`src/hdl/bgdr_pkg.sv`:
```
`timescale 1ns / 1ps

package bgdr_pkg;

	// Input action codes
	localparam logic [1:0] ACT_LOAD    = 2'd0;
	localparam logic [1:0] ACT_TRAIN   = 2'd1;
	localparam logic [1:0] ACT_PREDICT = 2'd2;
	localparam logic [1:0] ACT_CLEAR   = 2'd3;

	// Result status codes
	localparam logic [1:0] ST_OK    = 2'd0;
	localparam logic [1:0] ST_FULL  = 2'd1;
	localparam logic [1:0] ST_EMPTY = 2'd2;
	localparam logic [1:0] ST_CAP   = 2'd3;

	// Configuration register indexes
	localparam logic [2:0] REG_RATE    = 3'd0;
	localparam logic [2:0] REG_LIMIT   = 3'd1;
	localparam logic [2:0] REG_BIAS    = 3'd2;
	localparam logic [2:0] REG_WA      = 3'd3;
	localparam logic [2:0] REG_WB      = 3'd4;
	localparam logic [2:0] REG_EPOCHS  = 3'd5;

	// Configuration reset values
	localparam logic [47:0] RST_RATE   = 48'd281475;
	localparam logic [47:0] RST_LIMIT  = 48'd6554;
	localparam logic [63:0] RST_BIAS   = 64'd54975581389;
	localparam logic [63:0] RST_WA     = 64'd1099511628;
	localparam logic [63:0] RST_WB     = 64'd21990232556;
	localparam logic [19:0] RST_EPOCHS = 20'd65535;

	// Dividend width of the cost divide: cost_sum >> 17
	localparam int DVD_W = 47;

	typedef enum logic [3:0] {
		S_IDLE, S_INIT, S_EPOCH, S_RD, S_MA, S_MB, S_H, S_SQ,
		S_GA, S_GB, S_DIV, S_CHK, S_U0, S_U1, S_U2, S_OUT
	} state_t;

	// Request to the shared multiplier
	typedef struct packed {
		logic go;
		logic sh24;
	} mul_req_t;

	// Multiplier status back to the sequencer
	typedef struct packed {
		logic              done;
		logic signed [63:0] sat;
		logic [63:0]       lo;
	} mul_rsp_t;

	// Signed 64-bit add with saturation
	function automatic logic signed [63:0] add_sat(input logic signed [63:0] a,
		input logic signed [63:0] b);
		logic signed [63:0] s;
		s = a + b;
		if (!a[63] && !b[63] && s[63])
			return {1'b0, {63{1'b1}}};
		else if (a[63] && b[63] && !s[63])
			return {1'b1, {63{1'b0}}};
		else
			return s;
	endfunction

endpackage

```
`src/hdl/bgdr_mul.sv`:
```
`timescale 1ns / 1ps

// Shared 64x64 multiplier, one 32x32 partial product per cycle.
// Result is the signed product, optionally shifted right 24 toward zero,
// saturated to 64 bits; lo is the low 64 bits of the unsigned magnitude.
module bgdr_mul (
	input  logic               clk,
	input  logic               arst_n,
	input  bgdr_pkg::mul_req_t req,
	input  logic signed [63:0] a,
	input  logic [63:0]        b,
	output bgdr_pkg::mul_rsp_t rsp
);

	logic [63:0]  m_q;
	logic [63:0]  b_q;
	logic         neg_q;
	logic         sh_q;
	logic [127:0] acc_q;
	logic [1:0]   k_q;
	logic         busy_q;
	logic         fin_q;
	logic         done_q;
	logic signed [63:0] sat_q;
	logic [63:0]  lo_q;

	logic [63:0]  pp;
	logic [127:0] pp_sh;
	logic [127:0] shifted;
	logic signed [63:0] sat_d;

	// Partial product of the current digit pair
	always_comb begin
		pp = 64'(m_q[k_q[1]*32 +: 32]) * 64'(b_q[k_q[0]*32 +: 32]);
		case ({1'b0, k_q[1]} + {1'b0, k_q[0]})
			2'd0: pp_sh = {64'd0, pp};
			2'd1: pp_sh = {32'd0, pp, 32'd0};
			default: pp_sh = {pp, 64'd0};
		endcase
	end

	// Shift and saturate the finished magnitude
	always_comb begin
		shifted = sh_q ? (acc_q >> 24) : acc_q;
		if (!neg_q)
			sat_d = (shifted[127:63] != '0) ? {1'b0, {63{1'b1}}} : shifted[63:0];
		else if (shifted[127:63] != '0)
			sat_d = {1'b1, {63{1'b0}}};
		else
			sat_d = -$signed(shifted[63:0]);
	end

	always_ff @(posedge clk or negedge arst_n) begin
		if (!arst_n) begin
			busy_q <= 1'b0;
			fin_q  <= 1'b0;
			done_q <= 1'b0;
			k_q    <= '0;
		end else begin
			done_q <= !req.go && busy_q && fin_q;
			if (req.go) begin
				busy_q <= 1'b1;
				fin_q  <= 1'b0;
				k_q    <= '0;
			end else if (busy_q && !fin_q) begin
				k_q <= k_q + 2'd1;
				if (k_q == 2'd3)
					fin_q <= 1'b1;
			end else if (busy_q) begin
				busy_q <= 1'b0;
				fin_q  <= 1'b0;
			end
		end
	end

	// Operand capture and accumulation
	always_ff @(posedge clk) begin
		if (req.go) begin
			neg_q <= a[63];
			m_q   <= a[63] ? 64'(-a) : 64'(a);
			b_q   <= b;
			sh_q  <= req.sh24;
			acc_q <= '0;
		end else if (busy_q && !fin_q) begin
			acc_q <= acc_q + pp_sh;
		end else if (busy_q) begin
			sat_q <= sat_d;
			lo_q  <= acc_q[63:0];
		end
	end

	assign rsp.done = done_q;
	assign rsp.sat  = sat_q;
	assign rsp.lo   = lo_q;

endmodule

```
`config.mk`:
```
export PLATFORM = sky130hd
export DESIGN_NAME = bgdr_mul
export DESIGN_NICKNAME = d
export VERILOG_FILES = /design/src/hdl/bgdr_pkg.sv /design/src/hdl/bgdr_mul.sv
export SDC_FILE = /design/constraint.sdc
export NUM_CORES = 2
export LEC_CHECK = 0
export BUFFER_PORTS_ARGS = -buffer_cell sky130_fd_sc_hd__buf_2
export CORE_MARGIN = 4
export CORE_UTILIZATION = 55
export DETAILED_ROUTE_END_ITERATION = 10
export HOLD_SLACK_MARGIN = 0.08
export PLACE_DENSITY_LB_ADDON = 0.3
export RECOVER_POWER = 25
export SYNTH_ARGS = -nofsm -noshare
export SYNTH_HDL_FRONTEND = slang
export SYNTH_SLANG_ARGS = --single-unit
```
`constraint.sdc`:
```
create_clock -name clk -period 15.1 [get_ports clk]
set_input_delay 1.51 -clock clk [delete_from_list [all_inputs] [get_ports clk]]
set_output_delay 1.51 -clock clk [all_outputs]
set_load 0.05 [all_outputs]
```
==> impl_metrics.toml <==
[logic_synthesis]
yosys.area.top_type = "fa_1"
synth_cells = 6728
yosysSeqAreaShare_pct = 17.8
synth-edff-count = 258
synth-main-ff-cell = "edfxtp_1"
avgSynthCellArea_um2 = 8.71
synth.area.top_cells = "fa_1 31%, edfxtp_1 13%, ha_1 8.4%, nand2_1 6.1%, inv_1 5.9%"
synth_common_cells = "956 x nand2_1, 915 x inv_1, 897 x fa_1, 804 x nor2_1, 394 x ha_1"
netlist_area_mm2 = 0.0586
synth-seq-cells = 391
synth_top_area_share_pct = 30.7
yosys_warnings = 0
syn_nets = 8151
synth.most_common_cell = "nand2_1"
async_flop_share_pct = 1.28
ys_types = 89

[routing]
ant_nets = 0
drt_pass1_iterations = 6
drc_errors = 0
via_per_inst = 6.17
routedWlPerCell_um = 25.5
first_iter_violations = 4966
via_count = 50700
drt-total-wl_um = 210000

[placement]
placedCellCount = 8134
dpl.hpwl_um = 168000
place_congestion = 1.03
place_ws_ps = 1090
port_buffers = 260

[worst_setup_path]
rr_worst_depth = 40
crit_path_max_fanout = 36
required_ps = 15670
critical_path_class = "flip-flop to flip-flop"
worstSetupStartpointType = "flip-flop"
rr_endpoint = "acc_q[124]"
worstSetupEndpoint = "acc_q[124]"
timing.reg2reg.setup_slack_ps = 730
slowest_delay_ps = 950
critPathArrivalTime_ps = 14940
end_kind = "flip-flop"
crit_start = "k_q[0]"
crit_path_top_delay_cell = "mux2i_2"
crit_path_frequent_cell = "fa_1"
r2r_start = "k_q[0]"

[clock_network]
cts_buffers = 47
cts_resized = 0
clk-insertion-delay-late_ps = 690
cts_tree = "built"
clk_pin_slew_ps = 70
ctsHtreeMaxLevel = 2
cts_hold_buf = 0
cts_buffer_depth = 3
cts_num_sinks = 391
post_cts_buffers = 0
cts-root-buf = "clkbuf_16"

[outcome]
outcome = "complete, but fails checks"
violations = "capacitance limit, slew limit"

[cells_and_area]
nNetsFinal = 8215
drive_above_1_share_pct = 8.29
instances_no_fill = 8223
final_util_pct = 59.5
multi_input_area_mm2 = 0.0435
area_delta_synth_final_pct = 7.23
regArea_mm2 = 0.0104
fillers = 9281

[floorplanning]
start_util_pct = 55.5
fp.dieW_um = 334
die_area_mm2 = 0.112
rows = 119
die_h_um = 334
core_mm2 = 0.106
io_pins = 261

[timing]
max_slew_margin_pct = -115
tightest_slew_ps = 3220
post-route-min-period_ps = 14370
finalMaxSlewViolations = 208
finalHoldViolations = 0
fin_tns_setup_ps = 0
fmax_ghz = 0.0696
grt_setup_unrepaired = "no"
setup_viol = 0
layout_setup_ws_ps = 726
fin_crit_sh_pct = 95.2
fin_skew_ps = 66.6

[hold_path]
hold_class = "flip-flop to flip-flop"

[global_route]
grt_pass1_vias = 50900
grt_first_pass_wirelength_um = 312000
grt_max_degree = 87
antenna_found_initial = 2
grt.overflow.total = 0
grt_usage_pct = 37.0

[job]
cap_violations = 5
[metrics by stage]
stage                     hold WS, ps  cell area [µm²]
after floorplan                   449            58600
after global placement            464            61300
after detailed placement          470            61300
after CTS                         483            62900
after global routing              500            62800
final                             482            62800
[critical path, delay by kind of cell (launching register included)]
family | cells | cell delay [ps]
fa+ha+maj | 10 | 4870
compound gates | 16 | 4570
simple gates | 7 | 1980
mux | 1 | 950
flops | 1 | 830
xor+xnor | 2 | 550
buf+inv | 4 | 520
[sequential cells by signal (all words and copies together), names as in the netlist]
| name | cells |
|---|---|
| m_q | 64 |
| acc_q | 128 |
| busy_q | 1 |
| sat_q | 64 |
| fin_q | 1 |
| sh_q | 1 |
| b_q | 64 |
| neg_q | 1 |
| lo_q | 64 |
| done_q | 1 |
| k_q | 2 |
[cells in the final DEF, fill, tap and decap left out, drive strengths merged, types with 15 or more instances in the layout]
cell type  count
a21boi        15
a21o         103
a21oi        373
a31oi         26
and2          48
and3          15
buf          345
clkbuf        91
clkinv        16
dfxtp        128
edfxtp       258
fa           897
ha           394
inv          921
mux2          73
mux2i        114
nand2        957
nand2b        30
nand3         60
nand4         93
nor2         805
nor2b         23
nor3          75
nor4          36
o21a          26
o21ai        311
o21bai        52
o31ai         37
o41ai         16
or2           16
or3           19
xnor2        193
xor2          84
[routing by layer]
metal	global-route usage [%]	routed length (µm)
met1	47.0	78800
met2	57.7	92900
met3	8.76	21800
met4	22.9	16100
met5	0	13
[how the worst min path moves through the flow]
stage,depth (start not counted),slack (ps),to,startpoint
after CTS,2,480,acc_q[102],acc_q[102]
after global routing,2,500,acc_q[97],acc_q[97]
after global placement,2,460,acc_q[94],acc_q[94]
final,2,480,acc_q[115],acc_q[115]
after detailed placement,2,470,acc_q[102],acc_q[102]
after floorplan,2,450,acc_q[96],acc_q[96]
[cell families after synthesis]
| group | synth area share (%) |
|---|---|
| buffers and inverters | 8.28 |
| xor gates and xnor gates | 4.14 |
| and+or+nand+nor | 16.1 |
| muxes | 3.36 |
| adders and majority gates | 39.1 |
| DFF | 17.8 |
| AOI/OAI and AO/OA | 11.2 |
[area by class of cell]
cell class,count,area share [%]
clock buffer,61,2.02
antenna,1,0.00398
sequential,391,16.6
tap,1391,2.77
clock inverter,27,0.498
multi-input combinational,5061,69.3
timing repair buffer,375,3.29
inverter,916,5.47
Power is left out: the tool's default activity adds up to more than one toggle a clock period on the data nets, which glitch-free logic cannot reach.
