<file path="src/hdl/bgdr_pkg.sv">
`timescale 1ns / 1ps

package bgdr_pkg;

	// Input action codes
	localparam logic [1:0] ACT_LOAD    = 2'd0;
	localparam logic [1:0] ACT_TRAIN   = 2'd1;
	localparam logic [1:0] ACT_PREDICT = 2'd2;
	localparam logic [1:0] ACT_CLEAR   = 2'd3;

	// Result status codes
	localparam logic [1:0] ST_OK    = 2'd0;
	localparam logic [1:0] ST_FULL  = 2'd1;
	localparam logic [1:0] ST_EMPTY = 2'd2;
	localparam logic [1:0] ST_CAP   = 2'd3;

	// Configuration register indexes
	localparam logic [2:0] REG_RATE    = 3'd0;
	localparam logic [2:0] REG_LIMIT   = 3'd1;
	localparam logic [2:0] REG_BIAS    = 3'd2;
	localparam logic [2:0] REG_WA      = 3'd3;
	localparam logic [2:0] REG_WB      = 3'd4;
	localparam logic [2:0] REG_EPOCHS  = 3'd5;

	// Configuration reset values
	localparam logic [47:0] RST_RATE   = 48'd281475;
	localparam logic [47:0] RST_LIMIT  = 48'd6554;
	localparam logic [63:0] RST_BIAS   = 64'd54975581389;
	localparam logic [63:0] RST_WA     = 64'd1099511628;
	localparam logic [63:0] RST_WB     = 64'd21990232556;
	localparam logic [19:0] RST_EPOCHS = 20'd65535;

	// Dividend width of the cost divide: cost_sum >> 17
	localparam int DVD_W = 47;

	typedef enum logic [3:0] {
		S_IDLE, S_INIT, S_EPOCH, S_RD, S_MA, S_MB, S_H, S_SQ,
		S_GA, S_GB, S_DIV, S_CHK, S_U0, S_U1, S_U2, S_OUT
	} state_t;

	// Request to the shared multiplier
	typedef struct packed {
		logic go;
		logic sh24;
	} mul_req_t;

	// Multiplier status back to the sequencer
	typedef struct packed {
		logic              done;
		logic signed [63:0] sat;
		logic [63:0]       lo;
	} mul_rsp_t;

	// Signed 64-bit add with saturation
	function automatic logic signed [63:0] add_sat(input logic signed [63:0] a,
		input logic signed [63:0] b);
		logic signed [63:0] s;
		s = a + b;
		if (!a[63] && !b[63] && s[63])
			return {1'b0, {63{1'b1}}};
		else if (a[63] && b[63] && !s[63])
			return {1'b1, {63{1'b0}}};
		else
			return s;
	endfunction

endpackage

</file>
<file path="src/hdl/bgdr_div.sv">
`timescale 1ns / 1ps

// Restoring divider, one quotient bit per cycle.
module bgdr_div #(
	parameter int CW = 5
) (
	input  logic                       clk,
	input  logic                       arst_n,
	input  logic                       go,
	input  logic [bgdr_pkg::DVD_W-1:0] dividend,
	input  logic [CW-1:0]              divisor,
	output logic                       done,
	output logic [bgdr_pkg::DVD_W-1:0] quot
);

	localparam int NW = $clog2(bgdr_pkg::DVD_W + 1);

	logic [bgdr_pkg::DVD_W-1:0] dq_q;
	logic [CW:0]                rem_q;
	logic [CW-1:0]              dsr_q;
	logic [NW-1:0]              cnt_q;
	logic                       busy_q;
	logic                       done_q;

	logic [CW:0] trial;
	logic        fits;

	always_comb begin
		trial = {rem_q[CW-1:0], dq_q[bgdr_pkg::DVD_W-1]};
		fits  = trial >= {1'b0, dsr_q};
	end

	always_ff @(posedge clk or negedge arst_n) begin
		if (!arst_n) begin
			busy_q <= 1'b0;
			done_q <= 1'b0;
			cnt_q  <= '0;
		end else begin
			done_q <= !go && busy_q && (cnt_q == NW'(bgdr_pkg::DVD_W - 1));
			if (go) begin
				busy_q <= 1'b1;
				cnt_q  <= '0;
			end else if (busy_q) begin
				cnt_q <= cnt_q + 1'b1;
				if (cnt_q == NW'(bgdr_pkg::DVD_W - 1))
					busy_q <= 1'b0;
			end
		end
	end

	// Shift dividend out, quotient bits in
	always_ff @(posedge clk) begin
		if (go) begin
			dq_q  <= dividend;
			rem_q <= '0;
			dsr_q <= divisor;
		end else if (busy_q) begin
			rem_q <= fits ? (trial - {1'b0, dsr_q}) : trial;
			dq_q  <= {dq_q[bgdr_pkg::DVD_W-2:0], fits};
		end
	end

	assign done = done_q;
	assign quot = dq_q;

endmodule

</file>
<file path="config.mk">
export PLATFORM = sky130hd
export DESIGN_NAME = bgdr_div
export DESIGN_NICKNAME = d
export VERILOG_FILES = /design/src/hdl/bgdr_pkg.sv /design/src/hdl/bgdr_div.sv
export SDC_FILE = /design/constraint.sdc
export NUM_CORES = 1
export LEC_CHECK = 0
export BUFFER_PORTS_ARGS = -buffer_cell sky130_fd_sc_hd__buf_2
export CAP_MARGIN = 10
export CORE_MARGIN = 1.5
export CORE_UTILIZATION = 45
export DETAILED_ROUTE_END_ITERATION = 6
export GPL_ROUTABILITY_DRIVEN = 0
export HOLD_SLACK_MARGIN = 0.03
export PLACE_DENSITY = 0.73
export SETUP_SLACK_MARGIN = 0.1
export SKIP_LAST_GASP = 1
export SLEW_MARGIN = 20
export SYNTH_ARGS = -nofsm -noshare
export SYNTH_HDL_FRONTEND = slang
export SYNTH_SLANG_ARGS = --single-unit
</file>
<file path="constraint.sdc">
create_clock -name clk -period 2.3 [get_ports clk]
set_input_delay 0.23 -clock clk [delete_from_list [all_inputs] [get_ports clk]]
set_output_delay 0.23 -clock clk [all_outputs]
set_load 0.05 [all_outputs]
</file>
==> results of run 1 <==
[routing by layer]
layer  share of wire  wire length [um]
met1            0.45              2639
met4           0.011                64
met5               0                 0
met2            0.49              2895
met3           0.055               324
[worst max path at each step]
| stage | startpoint | end | slack (ps) | depth (start not counted) |
|---|---|---|---|---|
| 3_3_place_gp | quot[46]$_DFFE_PP_ | rem_q[3]$_SDFFE_PP0P_ | 260 | 8 |
| 3_5_place_dp | quot[46]$_DFFE_PP_ | rem_q[3]$_SDFFE_PP0P_ | 220 | 8 |
| 2_1_floorplan | quot[46]$_DFFE_PP_ | rem_q[3]$_SDFFE_PP0P_ | 50 | 8 |
| 5_1_grt | quot[46]$_DFFE_PP_ | rem_q[1]$_SDFFE_PP0P_ | 60 | 8 |
| 6_report | quot[46]$_DFFE_PP_ | rem_q[1]$_SDFFE_PP0P_ | 140 | 8 |
| 4_1_cts | quot[46]$_DFFE_PP_ | rem_q[3]$_SDFFE_PP0P_ | 210 | 8 |
[power by group]
part,internal [mW],leakage [nW],switching [mW],total (mW)
Combinational,0.373,0.873,0.674,1.05
Clock,0.489,0.0978,0.425,0.915
Sequential,1.43,0.692,0.0989,1.53
[worst max-delay path, delay by kind of cell, from the launching register on]
kind | cells | cell delay (ps)
DFF | 1 | 410
and+or+nand+nor | 1 | 180
buffers and inverters | 2 | 140
adders and majority gates | 2 | 490
AOI/OAI and AO/OA | 3 | 850
[kinds of logic (layout without fill, tap and decap cells)]
logic type / count (synthesis) / in the layout
fa+ha+maj: 8 / 8
buf+inv: 19 / 136
simple gates: 30 / 30
mux: 46 / 46
xor+xnor: 6 / 6
flops: 65 / 65
compound gates: 24 / 24
[cell usage in the layout (no fill, tap or decap), drive strengths merged, types with 5 or more instances in the layout]
master and instances:
a21oi 6, buf 108, clkbuf 9, clkinv 6, dfrtp 8, dfxtp 5
edfxtp 52, ha 7, inv 11, mux2 46, nor2 11, xor2 5
[area by class of cell]
class | count | area [um2]
Clock buffer | 9 | 123.9
Clock inverter | 7 | 61.31
Fill cell | 524 | 2571
Inverter | 11 | 41.29
Multi-Input combinational cell | 114 | 1052
Sequential cell | 65 | 1862
Tap cell | 77 | 96.34
Timing Repair Buffer | 109 | 578.1
[metrics by stage]
stage / hold slack (ps) / area, um2 / setup WS (ps) / total power, mW
2_1_floorplan: -65.59 / 2980 / 47.10 / 2.332
3_3_place_gp: 83.31 / 3600 / 264.7 / 2.565
3_5_place_dp: 81.85 / 3600 / 222.0 / 2.586
4_1_cts: 51.93 / 3795 / 206.2 / 3.508
5_1_grt: 53.60 / 3815 / 63.89 / 3.639
6_report: 75.83 / 3815 / 141.3 / 3.494
[flip-flops by register name, indices dropped and copies added, names as in the netlist]
name and cells:
cnt_q 6, quot 47, done 1, dsr_q 5, busy_q 1, rem_q 5
[cells in the mapped netlist, drive strengths merged (3+ instances only)]
cell,instances
edfxtp,52
and3,3
inv,11
a21oi,6
nand4,3
buf,6
nor2,11
dfrtp,8
nand2,4
ha,7
xor2,5
dfxtp,5
a311oi,4
mux2,46
[timing repair]
action | CTS | global route
setup buffers | 0 | 1
hold endpoints to repair | 8 | 0
endpoints found under the setup margin | 0 | 2
hold buffers | 1 | 0
resized for setup | 0 | 4
==> impl_metrics.tcl, run 1 <==
set metrics [dict create \
    status "finished clean" \
    ys_ff_latch 65 \
    use_met3 0.04720 \
    synth_compound_area_frac 0.06975 \
    crit_path_top_delay_cell "edfxtp_1" \
    grt_start_max_net_pins 29 \
    cts.sinks 65 \
    finalSetupViolations 0 \
    drt_iter0_drc 73 \
    drcViolationCount 0 \
    timing.fmax_mhz 463.2 \
    cts_root_buf "clkbuf_8" \
    ir_worst_vdd_mv 0.4572 \
    yosysSeqAreaShare 0.6252 \
    diodes 0 \
    grt_overflow_total 0 \
    route.detailed.wl_per_inst_um 15.11 \
    die_h_um 84.35 \
    max_cap_viol_count 0 \
    r2r-end "rem_q[1]$_SDFFE_PP0P_" \
    critical_path.cell_chain "inv_2 > ha_4 > inv_2 > fa_2 > a211o_1 > o211ai_1 > nand3_1 > a311oi_2" \
    die_area_um2 7114 \
    die_w_um 84.35 \
    hold_viol_final 0 \
    cp_max_fo 6 \
    cts_tree "done" \
    worstSetupStartpointType "flip-flop" \
    insertion_delay_ps 330 \
    wl_um 5924 \
    antenna_found_initial 0 \
    dp.cells 374 \
    worst_hold_path_type "primary input to flip-flop" \
    core_um2 6386 \
    initial_core_util 0.4663 \
    holdPathEnd "dsr_q[1]$_DFFE_PP_" \
    synthMuxAreaShare 0.1739 \
    layout_min_cycle_time_ps 2159 \
    synth_top_family_by_area "multiplexers" \
    slew_violations 0 \
    cts_made_buffers 9 \
    worstSetupPathType "flip-flop to flip-flop" \
    use_met2 0.2829 \
    hold_path_depth 1 \
    max_slew_margin 0.6608 \
    syn_area_um2 2978 \
    path_clk_slew_ps 70 \
    ios 103 \
    powerDensity_nw_per_um2 915.8 \
    tns_ps 0 \
    syn_inst 198 \
    leakage_nw 1.663 \
    grt_usage 0.1720 \
    grt_pass1_vias 2014 \
    worst_setup_path_end_kind "flip-flop" \
    drive_above_1_share 0.5651 \
    synth-async-reset-ratio 0.1231 \
    r2r_start "quot[46]$_DFFE_PP_" \
    yosys.area_share.adder 0.03613 \
    grt_pass1_wl_um 9439 \
    num_rows 29 \
    r2r_cells 8 \
    synth_fp_nets 261 \
    dp_hpwl_um 4238 \
    final_util 0.5974 \
    crit_required_ps 2540 \
    slowest_delay_ps 410 \
    worst_slew_pin_slew_ps 506.5 \
    vias 2037 \
    vias_per_cell 5.196 \
    synthTopCellsByArea "edfxtp_1 52%, mux2_2 17%, dfrtp_1 6.7%, dfxtp_1 3.4%, ha_1 2.9%" \
    yosys.area.top_type_share 0.5244 \
    cp_data_arrival_time_ps 2400 \
    synth_area_per_cell_um2 15.04 \
    drt_pass1_iterations 4 \
    top_usage_layer "met2" \
    synthXorXnorAreaFrac 0.01765 \
    cts_max_level 3 \
    postRouteAntennaNets 0 \
    use_met1 0.2125 \
    rsz0062_at_grt "true" \
    portBuffers 102 \
    fin_cells 392 \
    ys.flop_type "edfxtp_1" \
    period_share 0.9386 \
    crit_top_cell "inv_2" \
    synth_edf_count 52 \
    syn2layout_area_growth_pct 28.11 \
    cts.path.max_buffers 2 \
    synth-simple-area-share 0.05084 \
    yosysWarnings 0 \
    ys_types 40 \
    nNetsFinal 373 \
    rrSetupSlack_ps 140 \
    finClkSkew_ps 5.492 \
    hold_path.startpoint "divisor[1]" \
    synth_top_area_cell "edfxtp_1" \
]
(Power assumes the default switching activity.)
==> inputs of run 2 (changes only) <==
BUFFER_PORTS_ARGS = -buffer_cell sky130_fd_sc_hd__clkbuf_2   (was -buffer_cell sky130_fd_sc_hd__buf_2)
GPL_TIMING_DRIVEN = 0   (was unset)
==> run 2 against run 1 <==
  * Clock skew decreased by 1.1 ps
  * Worst hold slack got worse by 1.9 ps
  * Worst setup slack improved by 50 ps
  * Maximum frequency increased by 2.3%
  * Non-clock buffer count increased by 6
  * Final area decreased by 0.43%
  * Critical path depth unchanged
  * Utilization decreased by 0.25 points
  * Clock power decreased by 14%
  * Flip-flop and latch count unchanged
  * First-iteration DRC count increased by 52%
  * Global-route usage increased by 0.21 points
  * Highest routed layer unchanged
==> impl_metrics.tcl, run 2 (synthesis gave the netlist of run 1 again) <==
set metrics [dict create \
    finClkSkew_ps 4.413 \
    route.detailed.wl_per_inst_um 14.83 \
    rsz0062_at_grt "true" \
    cts_made_buffers 9 \
    leakage_nw 1.683 \
    fin_hold_ws_ps 73.96 \
    grt_pass1_wl_um 9577 \
    crit_required_ps 2520 \
    grt_usage 0.1741 \
    hold_path_depth 1 \
    postRouteAntennaNets 0 \
    ios 103 \
    die_h_um 84.35 \
    top_usage_layer "met2" \
    hold_viol_final 0 \
    max_cap_viol_count 0 \
    vias_per_cell 5.144 \
    worstSetupPathType "flip-flop to flip-flop" \
    initial_core_util 0.4663 \
    grt_start_max_net_pins 26 \
    final_cell_area_um2 3799 \
    insertion_delay_ps 330 \
    vias 2042 \
    drt_iter0_drc 111 \
    ir_worst_vdd_mv 0.5212 \
    cts_root_buf "clkbuf_8" \
    period_share 0.9170 \
    path_clk_slew_ps 70 \
    largest_reg_flops 47 \
    finalSetupViolations 0 \
    status "finished clean" \
    cts.path.max_buffers 2 \
    worst_slew_pin_slew_ps 553.3 \
    tns_ps 0 \
    use_met1 0.2320 \
    wl_um 5889 \
    cp_data_arrival_time_ps 2330 \
    slowest_delay_ps 400 \
    use_met2 0.2655 \
    grt_overflow_total 0 \
    dp_hpwl_um 4276 \
    worst_hold_path_type "primary input to flip-flop" \
    final_common_cell "clkbuf_2" \
    slew_violations 0 \
    path_buf_inv 2 \
    crit_path_top_delay_cell "edfxtp_1" \
    diodes 0 \
    core_um2 6386 \
    layout_min_cycle_time_ps 2109 \
    die_area_um2 7114 \
    num_rows 29 \
    drcViolationCount 0 \
    timing.fmax_mhz 474.1 \
    powerDensity_nw_per_um2 887.4 \
    cts.sinks 65 \
    die_w_um 84.35 \
    r2r_cells 8 \
    cts_tree "done" \
    portBuffers 102 \
    post_dp_cell_area_um2 3615 \
    antenna_found_initial 0 \
    layout_common_cells "102 x clkbuf_2, 52 x edfxtp_1, 46 x mux2_2, 11 x nor2_1" \
    grt_pass1_vias 2029 \
    worstSetupStartpointType "flip-flop" \
    syn2layout_area_growth_pct 27.56 \
    cp.depth 8 \
    max_slew_margin 0.6306 \
    worst_setup_path_end_kind "flip-flop" \
    cp_max_fo 5 \
    use_met3 0.06096 \
    drive_above_1_share 0.5531 \
    cts_max_level 3 \
    drt_pass1_iterations 4 \
    nNetsFinal 379 \
    critical_path.cell_chain "inv_2 > ha_1 > inv_1 > fa_2 > a211o_1 > o211ai_1 > a2111oi_2 > a311o_1" \
    critPathTopFamily "compound AO/OA/AOI/OAI gates" \
]
[run 2: metrics by stage]
| step | total power, mW | utilization | setup WS (ps) | std cells |
|---|---|---|---|---|
| final | 3.371 | 0.5948 | 190.9 | 397 |
| after CTS | 3.379 | 0.5913 | 132.4 | 394 |
| after detailed placement | 2.578 | 0.5660 | 140.2 | 378 |
| after global placement | 2.558 | 0.5617 | -322.2 | 377 |
| after global routing | 3.537 | 0.5948 | 88.29 | 397 |
| after floorplan | 2.332 | - | 47.10 | 198 |
[run 2: routing by layer]
metal,vias to the layer above,wire length [um],part of all wire
met5,-,0,0
met4,0,104,0.018
met3,10,378,0.064
met1,975,2587,0.44
li1,990,-,-
met2,67,2819,0.48
[run 2: worst paths after layout]
| kind | slack [ps] | endpoint | from |
|---|---|---|---|
| min in group asynchronous | 280 | done$_DFF_PN0_ | arst_n |
| max | 190 | rem_q[3]$_SDFFE_PP0P_ | quot[46]$_DFFE_PP_ |
| min | 70 | dsr_q[4]$_DFFE_PP_ | divisor[4] |
| max in group asynchronous | 1840 | cnt_q[4]$_DFFE_PN0P_ | arst_n |
| max reg2reg | 190 | rem_q[3]$_SDFFE_PP0P_ | quot[46]$_DFFE_PP_ |
| min reg2reg | 500 | rem_q[2]$_SDFFE_PP0P_ | rem_q[2]$_SDFFE_PP0P_ |
[run 2: where the power goes]
part	switching [mW]	internal [mW]
registers	0.0984	1.43
logic	0.672	0.375
clock network	0.418	0.372
[run 2: cell type report]
| type | instances | area, um2 |
|---|---|---|
| Inverter | 11 | 41.29 |
| Tap cell | 77 | 96.34 |
| Sequential cell | 65 | 1862 |
| Multi-Input combinational cell | 114 | 1040 |
| Buffer | 8 | 37.54 |
| Timing Repair Buffer | 107 | 570.5 |
| Fill cell | 544 | 2587 |
| Clock buffer | 10 | 127.6 |
| Clock inverter | 5 | 23.77 |
[run 2: what timing repair did]
item / in CTS / in global routing
hold endpoints to repair: 8 / 0
hold buffers: 1 / 0
resized for setup: 0 / 1
setup endpoints to repair: 0 / 3
setup buffers: 0 / 3
